<file path="config.mk">
export PLATFORM = sky130hd
export DESIGN_NAME = bsm_ctrl
export DESIGN_NICKNAME = d
export VERILOG_FILES = /design/src/rtl/bsm_pkg.sv /design/src/rtl/bsm_ctrl.sv
export VERILOG_INCLUDE_DIRS = /design/src /design/src/rtl
export SDC_FILE = /design/constraint.sdc
export NUM_CORES = 1
export LEC_CHECK = 0
export BUFFER_PORTS_ARGS = -buffer_cell sky130_fd_sc_hd__buf_2
export CORE_MARGIN = 2
export CORE_UTILIZATION = 47
export CTS_CLUSTER_DIAMETER = 80
export DETAILED_ROUTE_END_ITERATION = 6
export HOLD_SLACK_MARGIN = 0.15
export PLACE_DENSITY = 0.81
export SYNTH_ARGS = -nofsm -noshare
export SYNTH_HDL_FRONTEND = slang
export SYNTH_SLANG_ARGS = --single-unit
</file>
<file path="constraint.sdc">
create_clock -name i_clk -period 2.9 [get_ports i_clk]
set_input_delay 0.435 -clock i_clk [delete_from_list [all_inputs] [get_ports i_clk]]
set_output_delay 0.435 -clock i_clk [all_outputs]
set_load 0.05 [all_outputs]
</file>
<file path="src/rtl/bus_slave_memory_with_wait_states_assert.svh">
// ----------------------------------------------------------------------------
// Assertion macros
// Shared concurrent assertion forms for the bus slave memory blocks.
// ----------------------------------------------------------------------------
`ifndef BUS_SLAVE_MEMORY_WITH_WAIT_STATES_ASSERT_SVH
`define BUS_SLAVE_MEMORY_WITH_WAIT_STATES_ASSERT_SVH

// The consequent must hold in the same cycle as the antecedent.
`define BSM_ASSERT_SAME(label, clk, rst_n, ante, cons) \
    label: assert property (@(posedge clk) disable iff (!(rst_n)) (ante) |-> (cons)) \
        else $error("assertion failed in bus slave memory");

// The consequent must hold in the cycle after the antecedent.
`define BSM_ASSERT_NEXT(label, clk, rst_n, ante, cons) \
    label: assert property (@(posedge clk) disable iff (!(rst_n)) (ante) |=> (cons)) \
        else $error("assertion failed in bus slave memory");

`endif

</file>
<file path="src/rtl/bsm_pkg.sv">
// ----------------------------------------------------------------------------
// bsm_pkg
// Types, widths and codes shared by the bus slave memory blocks.
// ----------------------------------------------------------------------------
package bsm_pkg;

    localparam int ADDR_W     = 32;
    localparam int DATA_W     = 32;
    localparam int WAIT_W     = 4;
    localparam int TRANS_W    = 2;
    localparam int CFG_IDX_W  = 2;
    localparam int CFG_DATA_W = 32;

    localparam int MEM_DEPTH  = 4096;
    localparam int MEM_AW     = $clog2(MEM_DEPTH);

    localparam logic [ADDR_W-1:0]   MEM_LIMIT = ADDR_W'(MEM_DEPTH);
    localparam logic [MEM_AW-1:0]   MEM_LAST  = MEM_AW'(MEM_DEPTH - 1);
    localparam logic [DATA_W-1:0]   ALL_ONES  = {DATA_W{1'b1}};
    localparam logic [WAIT_W-1:0]   WAIT_RESET = WAIT_W'(1);

    localparam logic [TRANS_W-1:0] TR_IDLE   = 2'd0;
    localparam logic [TRANS_W-1:0] TR_BUSY   = 2'd1;
    localparam logic [TRANS_W-1:0] TR_NONSEQ = 2'd2;
    localparam logic [TRANS_W-1:0] TR_SEQ    = 2'd3;

    localparam logic [CFG_IDX_W-1:0] CFG_READ_WAIT  = 2'd0;
    localparam logic [CFG_IDX_W-1:0] CFG_WRITE_WAIT = 2'd1;

    typedef enum logic [1:0] {
        PH_READY,
        PH_WAIT,
        PH_SERVE
    } t_phase;

    typedef enum logic [1:0] {
        RD_NONE,
        RD_MEM,
        RD_ERR
    } t_rd_kind;

    typedef struct packed {
        logic     ready;
        logic     resp;
        t_rd_kind kind;
    } t_serve;

    typedef struct packed {
        logic              we;
        logic [MEM_AW-1:0] waddr;
        logic [DATA_W-1:0] wdata;
        logic              re;
        logic [MEM_AW-1:0] raddr;
    } t_mem_req;

endpackage

</file>
<file path="src/rtl/bsm_ctrl.sv">
// ----------------------------------------------------------------------------
// bsm_ctrl
// Transfer sequencer: wait states, serving, and the write data phase.
// ----------------------------------------------------------------------------
`include "bus_slave_memory_with_wait_states_assert.svh"

module bsm_ctrl (
    input  logic                        i_clk,
    input  logic                        i_rst_n,
    input  logic                        i_step,
    input  logic [bsm_pkg::TRANS_W-1:0] i_trans_type,
    input  logic [bsm_pkg::ADDR_W-1:0]  i_bus_addr,
    input  logic                        i_is_write,
    input  logic [bsm_pkg::DATA_W-1:0]  i_write_word,
    input  logic [bsm_pkg::WAIT_W-1:0]  i_read_wait,
    input  logic [bsm_pkg::WAIT_W-1:0]  i_write_wait,
    output bsm_pkg::t_serve             o_serve,
    output bsm_pkg::t_mem_req           o_mem_req
);
    import bsm_pkg::*;

    t_phase            r_phase,     n_phase;
    logic [WAIT_W-1:0] r_wait_left, n_wait_left;
    logic [ADDR_W-1:0] r_held_addr, n_held_addr;
    logic              r_held_wr,   n_held_wr;
    logic              r_wr_pend,   n_wr_pend;
    logic [MEM_AW-1:0] r_pend_addr, n_pend_addr;
    logic              r_ready,     n_ready;
    logic              r_resp,      n_resp;

    logic              serve;
    logic [ADDR_W-1:0] serve_addr;
    logic              serve_wr;
    logic              in_range;
    logic [WAIT_W-1:0] cnt;
    t_rd_kind          kind;

    always_ff @(posedge i_clk) begin
        if (!i_rst_n) begin
            r_phase     <= PH_READY;
            r_wait_left <= '0;
            r_held_addr <= '0;
            r_held_wr   <= 1'b0;
            r_wr_pend   <= 1'b0;
            r_pend_addr <= '0;
            r_ready     <= 1'b1;
            r_resp      <= 1'b0;
        end else begin
            r_phase     <= n_phase;
            r_wait_left <= n_wait_left;
            r_held_addr <= n_held_addr;
            r_held_wr   <= n_held_wr;
            r_wr_pend   <= n_wr_pend;
            r_pend_addr <= n_pend_addr;
            r_ready     <= n_ready;
            r_resp      <= n_resp;
        end
    end

    always_comb begin
        n_phase     = r_phase;
        n_wait_left = r_wait_left;
        n_held_addr = r_held_addr;
        n_held_wr   = r_held_wr;
        n_wr_pend   = r_wr_pend;
        n_pend_addr = r_pend_addr;
        n_ready     = r_ready;
        n_resp      = r_resp;
        serve       = 1'b0;
        serve_addr  = r_held_addr;
        serve_wr    = r_held_wr;
        cnt         = '0;
        kind        = RD_NONE;
        in_range    = 1'b0;
        if (i_step) begin
            n_wr_pend = 1'b0;
            case (r_phase)
                PH_READY: begin
                    if (i_trans_type == TR_NONSEQ || i_trans_type == TR_SEQ) begin
                        n_held_addr = i_bus_addr;
                        n_held_wr   = i_is_write;
                        serve_addr  = i_bus_addr;
                        serve_wr    = i_is_write;
                        if (i_trans_type == TR_NONSEQ) begin
                            cnt = i_is_write ? i_write_wait : i_read_wait;
                        end
                        if (cnt == '0) begin
                            serve = 1'b1;
                        end else begin
                            n_wait_left = cnt - WAIT_W'(1);
                            n_phase     = (n_wait_left != '0) ? PH_WAIT : PH_SERVE;
                            n_ready     = 1'b0;
                        end
                    end
                end
                PH_WAIT: begin
                    if (r_wait_left != '0) begin
                        n_wait_left = r_wait_left - WAIT_W'(1);
                    end
                    if (n_wait_left == '0) begin
                        n_phase = PH_SERVE;
                    end
                end
                PH_SERVE: begin
                    n_ready = 1'b1;
                    serve   = 1'b1;
                    n_phase = PH_READY;
                end
                default: begin
                    n_phase = PH_READY;
                end
            endcase
            if (serve) begin
                in_range = serve_addr < MEM_LIMIT;
                n_resp   = !in_range;
                if (serve_wr) begin
                    if (in_range) begin
                        n_wr_pend   = 1'b1;
                        n_pend_addr = serve_addr[MEM_AW-1:0];
                    end
                end else begin
                    kind = in_range ? RD_MEM : RD_ERR;
                end
            end
        end
    end

    assign o_serve   = '{ready: n_ready, resp: n_resp, kind: kind};
    assign o_mem_req = '{we:    i_step && r_wr_pend,
                         waddr: r_pend_addr,
                         wdata: i_write_word,
                         re:    kind == RD_MEM,
                         raddr: serve_addr[MEM_AW-1:0]};

    `BSM_ASSERT_SAME(a_busy_not_ready, i_clk, i_rst_n, r_phase != PH_READY, !r_ready)
    `BSM_ASSERT_SAME(a_wait_count_live, i_clk, i_rst_n, r_phase == PH_WAIT, r_wait_left != '0)
    `BSM_ASSERT_NEXT(a_serve_returns, i_clk, i_rst_n, i_step && r_phase == PH_SERVE,
        r_phase == PH_READY && r_ready)

endmodule

</file>
==> impl_metrics.csv <==
group,metric,value,unit
outcome,outcome,"finished, final reports clean",
timing,setup_violations,0,
clocking,cts-root-buf,"clkbuf_8",
clocking,cts_hold_buf,0,
logic_synthesis,synth.area.top_cells,"dfxtp_1 (37%), buf_4 (8.9%), nand2_1 (7.0%), a21oi_1 (6.4%), mux2i_1 (5.8%)",
placement,gp_congestion,0.815,
timing,fmax,0.369,GHz
drt,drt_iter0_drc,62,
timing,fin_skew,8.77,ps
finish,final_common_cell,"buf_2",
drt,ant_nets,0,
timing,rsz0062_at_grt,"false",
timing,final_hold_viol_count,0,
die,fp-row-count,28,
logic_synthesis,yosysTopAreaCell,"dfxtp_1",
die,die_y,83.3,µm
global_routing,grt_pass1_vias,2316,
clocking,numClockSinks,54,
pwr,clockPowerShare,29.2,%
logic_synthesis,syn_nets,420,
timing,min_period,2710,ps
die,core,5990,µm²
die,pin_count,140,
placement,pre_cts_slack,215,ps
clocking,cts_setup_buffers,0,
logic_synthesis,synth-seq-cells,54,
die,initial_utilization,49.4,%
timing,worst_pin_slew,687,ps
placement,dp.final_hpwl,4.92,mm
pwr,seq_power_share,46.3,%
global_routing,antenna_found_initial,0,
finish,stdcell_count,449,
finish,antenna_cells,0,
drt,viasPerCell,5.47,
worst_setup_path,crit_family,"multiplexers",
timing,timing.final.ws_setup,190,ps
clocking,cts_tree,"done",
logic_synthesis,avgSynthCellArea,8.73,µm²
logic_synthesis,synth-edff-count,0,
drt,routed_wl,6.56,mm
die,die_area,6940,µm²
worst_setup_path,critPathKind,"primary input to output pin",
job,cap_violations,0,
clocking,path_clk_slew,90,ps
worst_setup_path,cp-start-kind,"primary input",
pwr,switching_share,30.6,%
finish,layout-drive-gt1-share,31.8,%
finish,stdcell_area,3220,µm²
pwr,p_switching,538,µW
clocking,cts-resized-gates,0,
pwr,pwr_density_cell,545,nW/µm²
worst_setup_path,worst_path_largest_cell_delay,360,ps
logic_synthesis,ys_seq_area_share,36.5,%
logic_synthesis,ys.flop_type,"dfxtp_1",
worst_hold_path,hold_class,"primary input to flip-flop",
global_routing,grt_max_degree,38,
placement,placed_area,3110,µm²
logic_synthesis,yosysTopAreaCellShare,36.5,%
logic_synthesis,yosys_warnings,0,
worst_setup_path,critPathMaxFanout,9,
logic_synthesis,async_flop_share,0,%
timing,slew_violations,0,
worst_setup_path,cp.required,2470,ps
worst_setup_path,worst_setup_path_end_kind,"output pin",
worst_setup_path,critical_path_buf_inv_count,2,
timing,max_slew_margin,54.1,%
pwr,intPower,1220,µW
clocking,clk_latency,310,ps
logic_synthesis,syn_inst,339,
drt,drcViolationCount,0,
placement,dpl.cell_count,442,
drt,wl_per_cell,14.6,µm
global_routing,grt_pass1_wl,10.9,mm
pwr,combPwrFrac,24.6,%
finish,mostFrequentLayoutCells,"buf_2 (75), nand2_1 (55), dfxtp_1 (54), a21oi_1 (38), mux2i_1 (17)",
clocking,cts_buffers,5,
finish,final_core_util,53.8,%
worst_setup_path,cp_slowest_cell,"mux2_2",
worst_setup_path,crit_top_cell,"buf_2",
logic_synthesis,synth_area,2960,µm²
drt,vias,2454,
logic_synthesis,synthDistinctLibCells,52,
drt,drt_first_pass_iters,5,
clocking,htreeDepth,2,
global_routing,gr-total-overflow,0,
timing,period_share,93.5,%
finish,nets,455,
clocking,clockBufferDepth,2,
placement,portBuffers,75,
worst_setup_path,crit_chain,"buf_2, mux2_2, nand2_1, ha_1, o311a_1, o21a_1, mux2i_1, buf_2",
pwr,leakagePower,0.00138,µW
timing,tns,0,ps
finish,area_growth_syn_to_layout,8.97,%
worst_setup_path,cp.arrival,2280,ps
pwr,max-vdd-ir-drop,446,µV
global_routing,grtUsageTotal,18.7,%
die,die_w,83.3,µm
path summary, 6_finish.rpt:
check / from / end / slack (ps) / cells past startpoint
min: i_bus_addr[26] / r_held_addr[26]$_SDFFE_PN0P_ / 370 / 3
min reg2reg: r_held_addr[14]$_SDFFE_PN0P_ / r_held_addr[14]$_SDFFE_PN0P_ / 460 / 2
max: i_is_write / o_serve[2] / 190 / 8
max reg2reg: r_held_addr[20]$_SDFFE_PN0P_ / r_pend_addr[0]$_SDFFE_PN0P_ / 1040 / 6
cells by family after synthesis:
| logic type | Yosys count | synth area share, % |
|---|---|---|
| AOI/OAI and AO/OA | 71 | 16.9 |
| muxes | 30 | 10.7 |
| adders and majority gates | 3 | 1.27 |
| buffers and inverters | 59 | 13.0 |
| and+or+nand+nor | 119 | 20.7 |
| DFF | 54 | 36.5 |
| xor gates and xnor gates | 3 | 0.888 |
metrics by stage:
stage          total power (µW)  hold WS (ps)
2_1_floorplan              1270           436
3_3_place_gp               1250           443
3_5_place_dp               1260           449
4_1_cts                    1760           373
5_1_grt                    1850           383
6_report                   1760           369
worst min-delay path, stage by stage:
cell     delay (ps)
buf_2           110
nand2_1          50
a21oi_1          50
routing by layer:
layer,global-route usage [%],part of all wire (%),up-vias
met4,7.30,2.5,0
met5,0,0,-
met2,30.1,47,68
li1,-,-,1226
met3,5.67,6.7,27
met1,23.5,43,1133
registers in the layout (all words and copies together) (netlist names):
| name | flops |
|---|---|
| r_held_addr | 32 |
| r_pend_addr | 12 |
| r_wait_left | 4 |
| r_phase | 2 |
| r_held_wr | 1 |
| r_ready | 1 |
| r_resp | 1 |
| r_wr_pend | 1 |
cells in the mapped netlist, types with 2 or more instances:
cell type  number
o21ai_0         3
nand4_1         3
or2_2           2
buf_6           3
nor3b_1         2
buf_4          35
nor2_1          7
nand4b_1        2
mux2_2         12
mux2i_1        17
nand2_1        55
nor2b_1         4
dfxtp_1        54
nor3_1          4
nor4_1         10
clkbuf_1        7
nand3_1         2
and3_1          4
ha_1            3
and2_1         14
xor2_1          2
nand2b_1        2
o21a_1          3
a211oi_2       10
buf_2           7
a211oi_1        3
inv_1           5
o22ai_1         2
a21oi_1        38
a31o_2          2
area by class of cell:
type	instances	area [µm²]
Clock buffer	6	82.6
Clock inverter	1	30.0
Fill cell	574	2770
Inverter	6	22.5
Multi-Input combinational cell	226	1490
Sequential cell	54	1080
Tap cell	75	93.8
Timing Repair Buffer	81	420
power groups by stage:
stage | clock network, µW | registers [µW] | logic, µW
2_1_floorplan | 0 | 819 | 454
3_3_place_gp | 0 | 829 | 423
3_5_place_dp | 0 | 831 | 430
4_1_cts | 518 | 813 | 433
5_1_grt | 555 | 821 | 472
6_report | 512 | 813 | 431
(Power assumes the default switching activity.)
