$ cat src/rtl/bus_slave_memory_with_wait_states_assert.svh
// ----------------------------------------------------------------------------
// Assertion macros
// Shared concurrent assertion forms for the bus slave memory blocks.
// ----------------------------------------------------------------------------
`ifndef BUS_SLAVE_MEMORY_WITH_WAIT_STATES_ASSERT_SVH
`define BUS_SLAVE_MEMORY_WITH_WAIT_STATES_ASSERT_SVH

// The consequent must hold in the same cycle as the antecedent.
`define BSM_ASSERT_SAME(label, clk, rst_n, ante, cons) \
    label: assert property (@(posedge clk) disable iff (!(rst_n)) (ante) |-> (cons)) \
        else $error("assertion failed in bus slave memory");

// The consequent must hold in the cycle after the antecedent.
`define BSM_ASSERT_NEXT(label, clk, rst_n, ante, cons) \
    label: assert property (@(posedge clk) disable iff (!(rst_n)) (ante) |=> (cons)) \
        else $error("assertion failed in bus slave memory");

`endif

$ cat src/rtl/bsm_pkg.sv
// ----------------------------------------------------------------------------
// bsm_pkg
// Types, widths and codes shared by the bus slave memory blocks.
// ----------------------------------------------------------------------------
package bsm_pkg;

    localparam int ADDR_W     = 32;
    localparam int DATA_W     = 32;
    localparam int WAIT_W     = 4;
    localparam int TRANS_W    = 2;
    localparam int CFG_IDX_W  = 2;
    localparam int CFG_DATA_W = 32;

    localparam int MEM_DEPTH  = 4096;
    localparam int MEM_AW     = $clog2(MEM_DEPTH);

    localparam logic [ADDR_W-1:0]   MEM_LIMIT = ADDR_W'(MEM_DEPTH);
    localparam logic [MEM_AW-1:0]   MEM_LAST  = MEM_AW'(MEM_DEPTH - 1);
    localparam logic [DATA_W-1:0]   ALL_ONES  = {DATA_W{1'b1}};
    localparam logic [WAIT_W-1:0]   WAIT_RESET = WAIT_W'(1);

    localparam logic [TRANS_W-1:0] TR_IDLE   = 2'd0;
    localparam logic [TRANS_W-1:0] TR_BUSY   = 2'd1;
    localparam logic [TRANS_W-1:0] TR_NONSEQ = 2'd2;
    localparam logic [TRANS_W-1:0] TR_SEQ    = 2'd3;

    localparam logic [CFG_IDX_W-1:0] CFG_READ_WAIT  = 2'd0;
    localparam logic [CFG_IDX_W-1:0] CFG_WRITE_WAIT = 2'd1;

    typedef enum logic [1:0] {
        PH_READY,
        PH_WAIT,
        PH_SERVE
    } t_phase;

    typedef enum logic [1:0] {
        RD_NONE,
        RD_MEM,
        RD_ERR
    } t_rd_kind;

    typedef struct packed {
        logic     ready;
        logic     resp;
        t_rd_kind kind;
    } t_serve;

    typedef struct packed {
        logic              we;
        logic [MEM_AW-1:0] waddr;
        logic [DATA_W-1:0] wdata;
        logic              re;
        logic [MEM_AW-1:0] raddr;
    } t_mem_req;

endpackage

$ cat src/rtl/bsm_if.sv


interface bsm_out_if;
    import bsm_pkg::*;
    logic              valid;
    logic              ready;
    logic              ready_res;
    logic              resp_error;
    logic [DATA_W-1:0] read_word;
    modport source (output valid, ready_res, resp_error, read_word, input ready);
    modport sink   (input valid, ready_res, resp_error, read_word, output ready);
endinterface


$ cat src/rtl/bsm_resp.sv
// ----------------------------------------------------------------------------
// bsm_resp
// Response pipeline: memory read stage and the result register.
// ----------------------------------------------------------------------------
`include "bus_slave_memory_with_wait_states_assert.svh"

module bsm_resp (
    input  logic                       i_clk,
    input  logic                       i_rst_n,
    input  logic                       i_step,
    input  bsm_pkg::t_serve            i_serve,
    input  logic [bsm_pkg::DATA_W-1:0] i_mem_rdata,
    output logic                       o_can_take,
    bsm_out_if.source                  o_out
);
    import bsm_pkg::*;

    logic              r_mid_valid;
    t_serve            r_mid;
    logic              r_out_valid;
    logic              r_out_ready_res;
    logic              r_out_resp;
    logic [DATA_W-1:0] r_out_rdata, n_out_rdata;
    logic              mid_adv;

    assign mid_adv    = r_mid_valid && (!r_out_valid || o_out.ready);
    assign o_can_take = !r_mid_valid || mid_adv;

    always_comb begin
        case (r_mid.kind)
            RD_MEM:  n_out_rdata = i_mem_rdata;
            RD_ERR:  n_out_rdata = ALL_ONES;
            default: n_out_rdata = r_out_rdata;
        endcase
    end

    always_ff @(posedge i_clk) begin
        if (i_step) begin
            r_mid <= i_serve;
        end
    end

    always_ff @(posedge i_clk) begin
        if (!i_rst_n) begin
            r_mid_valid     <= 1'b0;
            r_out_valid     <= 1'b0;
            r_out_ready_res <= 1'b1;
            r_out_resp      <= 1'b0;
            r_out_rdata     <= '0;
        end else begin
            if (i_step) begin
                r_mid_valid <= 1'b1;
            end else if (mid_adv) begin
                r_mid_valid <= 1'b0;
            end
            if (mid_adv) begin
                r_out_valid     <= 1'b1;
                r_out_ready_res <= r_mid.ready;
                r_out_resp      <= r_mid.resp;
                r_out_rdata     <= n_out_rdata;
            end else if (o_out.ready) begin
                r_out_valid <= 1'b0;
            end
        end
    end

    assign o_out.valid      = r_out_valid;
    assign o_out.ready_res  = r_out_ready_res;
    assign o_out.resp_error = r_out_resp;
    assign o_out.read_word  = r_out_rdata;

    `BSM_ASSERT_NEXT(a_step_fills_mid, i_clk, i_rst_n, i_step, r_mid_valid)
    `BSM_ASSERT_NEXT(a_adv_fills_out, i_clk, i_rst_n, mid_adv, r_out_valid)
    `BSM_ASSERT_NEXT(a_blocked_mid_holds, i_clk, i_rst_n,
        r_mid_valid && r_out_valid && !o_out.ready, r_mid_valid)

endmodule

$ cat src/flat_wrapper.sv
// flat-port wrapper written by rule: the top's interface ports become plain ports
module bsm_resp_flat import bsm_pkg::*;
  (i_clk, i_rst_n, i_step, i_serve, i_mem_rdata, o_can_take, o_out_valid, o_out_ready_res, o_out_resp_error, o_out_read_word, o_out_ready);
  bsm_out_if o_out_i ();
  input  logic i_clk;
  input  logic i_rst_n;
  input  logic i_step;
  input  bsm_pkg::t_serve i_serve;
  input  logic [bsm_pkg::DATA_W-1:0] i_mem_rdata;
  output logic o_can_take;
  output wire logic [$bits(o_out_i.valid)-1:0] o_out_valid;
  output wire logic [$bits(o_out_i.ready_res)-1:0] o_out_ready_res;
  output wire logic [$bits(o_out_i.resp_error)-1:0] o_out_resp_error;
  output wire logic [$bits(o_out_i.read_word)-1:0] o_out_read_word;
  input wire logic [$bits(o_out_i.ready)-1:0] o_out_ready;
  assign o_out_valid = o_out_i.valid;
  assign o_out_ready_res = o_out_i.ready_res;
  assign o_out_resp_error = o_out_i.resp_error;
  assign o_out_read_word = o_out_i.read_word;
  assign o_out_i.ready = o_out_ready;
  bsm_resp u_core (.i_clk(i_clk), .i_rst_n(i_rst_n), .i_step(i_step), .i_serve(i_serve), .i_mem_rdata(i_mem_rdata), .o_can_take(o_can_take), .o_out(o_out_i));
endmodule
$ cat config.mk
export PLATFORM = sky130hd
export DESIGN_NAME = bsm_resp_flat
export DESIGN_NICKNAME = d
export VERILOG_FILES = /design/src/rtl/bsm_pkg.sv /design/src/rtl/bsm_if.sv /design/src/rtl/bsm_resp.sv /design/src/flat_wrapper.sv
export VERILOG_INCLUDE_DIRS = /design/src /design/src/rtl
export SDC_FILE = /design/constraint.sdc
export NUM_CORES = 1
export LEC_CHECK = 0
export BUFFER_PORTS_ARGS = -buffer_cell sky130_fd_sc_hd__buf_2
export CAP_MARGIN = 20
export CELL_PAD_IN_SITES_DETAIL_PLACEMENT = 0
export CELL_PAD_IN_SITES_GLOBAL_PLACEMENT = 1
export CORE_ASPECT_RATIO = 0.9
export CORE_MARGIN = 4
export CORE_UTILIZATION = 36
export CTS_BUF_LIST = sky130_fd_sc_hd__clkbuf_16
export DETAILED_ROUTE_END_ITERATION = 8
export GPL_TIMING_DRIVEN = 0
export PLACE_DENSITY_LB_ADDON = 0.1
export SLEW_MARGIN = 30
export SYNTH_ARGS = -nofsm -noshare
export SYNTH_HDL_FRONTEND = slang
export SYNTH_SLANG_ARGS = --single-unit
$ cat constraint.sdc
create_clock -name i_clk -period 2.1 [get_ports i_clk]
set_input_delay 0.21 -clock i_clk [delete_from_list [all_inputs] [get_ports i_clk]]
set_output_delay 0.21 -clock i_clk [all_outputs]
set_load 0.005 [all_outputs]
==> results.md <==
Synthesis:
- The number of flops mapped to enable cells by yosys is 4.
- The mean post-synth cell area is 9.987 µm².
- Yosys mapped the design onto 23 distinct sky130hd cell types.
- The sequential fraction of the synthesis area is 50.41%.
- The synthesized design spends more area on one cell type than any other, namely sky130_fd_sc_hd__dfxtp_1.
- Of all flip-flops after synthesis, the portion carrying an async set or reset was 0%.
- The area share of the largest cell type after synthesis is 43.21%.
- Counting flops and latches in the post-synthesis netlist gives 40.
- The post-synthesis instance area is 0.001668 mm².
- Synthesis produced a netlist with a net count of 208.
- Ranked by total cell area, the synthesized netlist is headed by sky130_fd_sc_hd__dfxtp_1, sky130_fd_sc_hd__mux2i_1, sky130_fd_sc_hd__o21ai_0.
- The commonest cells after synthesis are sky130_fd_sc_hd__dfxtp_1, sky130_fd_sc_hd__nand2_1, sky130_fd_sc_hd__mux2i_1, sky130_fd_sc_hd__o21ai_0, sky130_fd_sc_hd__clkbuf_1.
- The number of warnings printed during yosys synthesis is 0.
- The most common cell in the synthesized netlist is sky130_fd_sc_hd__dfxtp_1.
- The post-synthesis cell count is 167.
- The flip-flop cell with the highest count after synthesis is sky130_fd_sc_hd__dfxtp_1.

Floorplanning:
- The number of top-level pins is 76.
- The floorplan has 23 rows.
- The area of the die is 0.005787 mm².
- The height of the die is 72.57 µm.
- The core region is 0.004461 mm².
- The horizontal extent of the die is 79.75 µm.
- The initial core utilization is 37.39%.

Clock network:
- The TritonCTS clock tree is yes.
- The number of buffers between clock root and the deepest sink is 2.
- The number of sinks on the clock net is 40.
- The number of levels in the clock H-tree is 2.
- The root buffer cell is sky130_fd_sc_hd__clkbuf_16.
- The latest clock arrival within the worst-skew pair is 280 ps.
- Once the clock tree was built, the setup fixing pass inserted 0 buffers.
- The clock-pin slew on the worst setup and hold paths is 60 ps.
- The number of gates resized after cts is 0.
- The total clock buffers created by CTS is 5.
- Buffers inserted to repair hold after CTS numbered 0.

GRT:
- The total grt overflow is 0.
- Entering global routing, the biggest net connects 13 pins.
- The wire length of the first global-routing pass is 6417 µm.
- The number of global-route vias before repair is 1,403.
- The number of antenna violations at the first check in global routing is 0.
- In the global route stage, overall resource usage came out at 14.32%.

Setup path:
- STA classifies the critical path endpoint as a flop.
- Counting both buffers and inverters, the worst setup path holds a total of 2.
- The top fanout value on the critical path is 10.
- The required time of the critical path is 2310 ps.
- STA puts the critical path data arrival time at 1650 ps.
- STA classifies the critical path startpoint as a flop.
- The family with the most delay on the worst path is flip-flops.
- The delay of the slowest cell on the worst path is 370 ps.
- The critical-path cell with the highest stage delay is sky130_fd_sc_hd__edfxtp_1.
- Traced cell by cell, the critical path runs through ha_1, nor3b_2, buf_6, buf_12, mux2i_1.
- The critical path is of the reg -> reg type.

Layout:
- The diode insertion count for antenna repair is 0.
- Cells with a size suffix above 1 make up 36.14% of the layout.
- For this run, the share of the core covered by cells in the final layout is 51.08%.
- The synthesis-to-finish area growth is 36.61%.
- The number of nets in the layout is 289.
- With fillers left out, the area of the finished cells amounts to 0.002278 mm².

Power:
- For this design the ratio of total power to cell area is 841.4 mW/mm².
- IR analysis of the VDD net gives a maximum drop of 0.4835 mV.
- In this run the static leakage power is 0.9990 nW.

STA:
- For the pin with the worst max-slew slack, the measured transition is 461.2 ps.
- The maximum clock frequency is 0.6917 GHz.
- Hold timing on the final database bottoms out at a slack of 104.3 ps.
- The time the worst path needs with I/O delays and setup is 1446 ps.
- The final count of hold timing violations is 0.
- The accumulated negative setup slack is 0 ps.
- After layout, the worst path uses 68.84% of the clock period.
- Setup repair after global routing left no endpoint under its margin.
- The number of pins with negative max-slew slack in the final report is 0.
- Headroom to the max-slew limit came out at 69.26%.
- Setup violations remaining at the end of the flow were counted as 0.
- The clock skew is 5.276 ps.

Min path:
- The worst min-delay path class is in -> reg.

Detailed routing:
- The total iterations of the first detailed-routing run is 4.
- The DRC violation count after routing is 0.
- The initial detailed-routing violation count is 43.
- In the routed layout, each cell is associated on average with a via count of 4.447.
- The total detailed-routing wirelength is 3924 µm.
- The count of nets left with antenna violations once routing finished came out at 0.
- The routed layout has 1,383 vias.
- Dividing the detail-routed wire length by the instance count gives 12.62 µm.

Placement:
- Routability-driven placement finished with a final weighted congestion of 0.6985.
- The HPWL after detailed placement is 2835 µm.
- The instance area after placement is 0.002116 mm².
- The number of buffers inserted by port buffering is 74.

Run:
- The max-cap check violation count is 0.

Status:
- The run finished with clean final reports.
## cell usage in the layout, fill, tap and decap left out, types with 2 or more instances in the layout
cell                        Yosys  layout
sky130_fd_sc_hd__clkinv_1       0       2
sky130_fd_sc_hd__buf_2          2      76
sky130_fd_sc_hd__clkbuf_16      0       5
sky130_fd_sc_hd__edfxtp_1       4       4
sky130_fd_sc_hd__buf_12         3       3
sky130_fd_sc_hd__dfxtp_1       36      36
sky130_fd_sc_hd__clkbuf_1       8       8
sky130_fd_sc_hd__nand2_1       34      34
sky130_fd_sc_hd__inv_1          2       2
sky130_fd_sc_hd__o21ai_0       32      32
sky130_fd_sc_hd__mux2i_1       32      32
## sequential cells by signal, indices dropped and copies added (netlist names)
name / flops
u_core.o_out.read_word: 32
u_core.r_mid: 4
u_core.o_out.ready_res: 1
u_core.o_out.resp_error: 1
u_core.o_out.valid: 1
u_core.r_mid_valid: 1
## routing by layer
layer / GRT usage (%) / part of all wire (%) / vias to the layer above
met5: 0 / 0 / -
met1: 17.81 / 46 / 595
li1: - / - / 732
met3: 6.543 / 8.5 / 6
met4: 4.503 / 1.3 / 0
met2: 22.24 / 44 / 50
## worst register-to-register path, delay by kind of cell (launching register included)
kind	cells	cell delay, ps
adder cells (fa/ha/maj)	1	290
buffers and inverters	2	320
AND/OR/NAND/NOR	1	200
flip-flops	1	370
multiplexers	1	190
## final timing paths
kind	cells past startpoint	startpoint	slack [ps]	end
setup / recovery	5	u_core.r_mid[1]	650	u_core.o_out.read_word[28]
hold / removal	1	i_serve[2]	100	u_core.r_mid[2]
setup reg to reg	5	u_core.r_mid[1]	650	u_core.o_out.read_word[28]
hold reg to reg	2	u_core.o_out.resp_error	450	u_core.o_out.resp_error
## logic make-up (layout without fill, tap and decap cells)
kind of cell | count (synthesis) | after routing | synth area share (%)
AOI/OAI and AO/OA | 36 | 36 | 11.10
and+or+nand+nor | 41 | 41 | 11.10
buffers and inverters | 17 | 99 | 7.427
muxes | 32 | 32 | 19.20
DFF | 40 | 40 | 50.41
adders and majority gates | 1 | 1 | 0.7501
## power breakdown
group,switching [mW],internal (mW),total [mW]
logic,0.112,0.120,0.231
clock network,0.292,0.552,0.843
registers,0.0224,0.820,0.842
total,0.426,1.49,1.92
## final cells by class
class,count,area [µm²]
clock inverters,3,37.54
plain buffers,15,116.4
flip-flops and latches,40,840.8
fillers,458,2182
inverters,2,7.507
clock buffers,5,125.1
well taps,62,77.57
multi-input cells,110,703.2
repair buffers,74,370.4
## metrics by stage
step	std cells	setup slack, ps	total power [mW]
after floorplan	167	761.6	0.9908
after global placement	303	685.2	1.094
after detailed placement	303	653.7	1.095
after CTS	311	627.2	1.947
after global routing	311	544.7	2.005
final	311	654.3	1.917
Note: power is estimated with default switching activity, not from simulation.
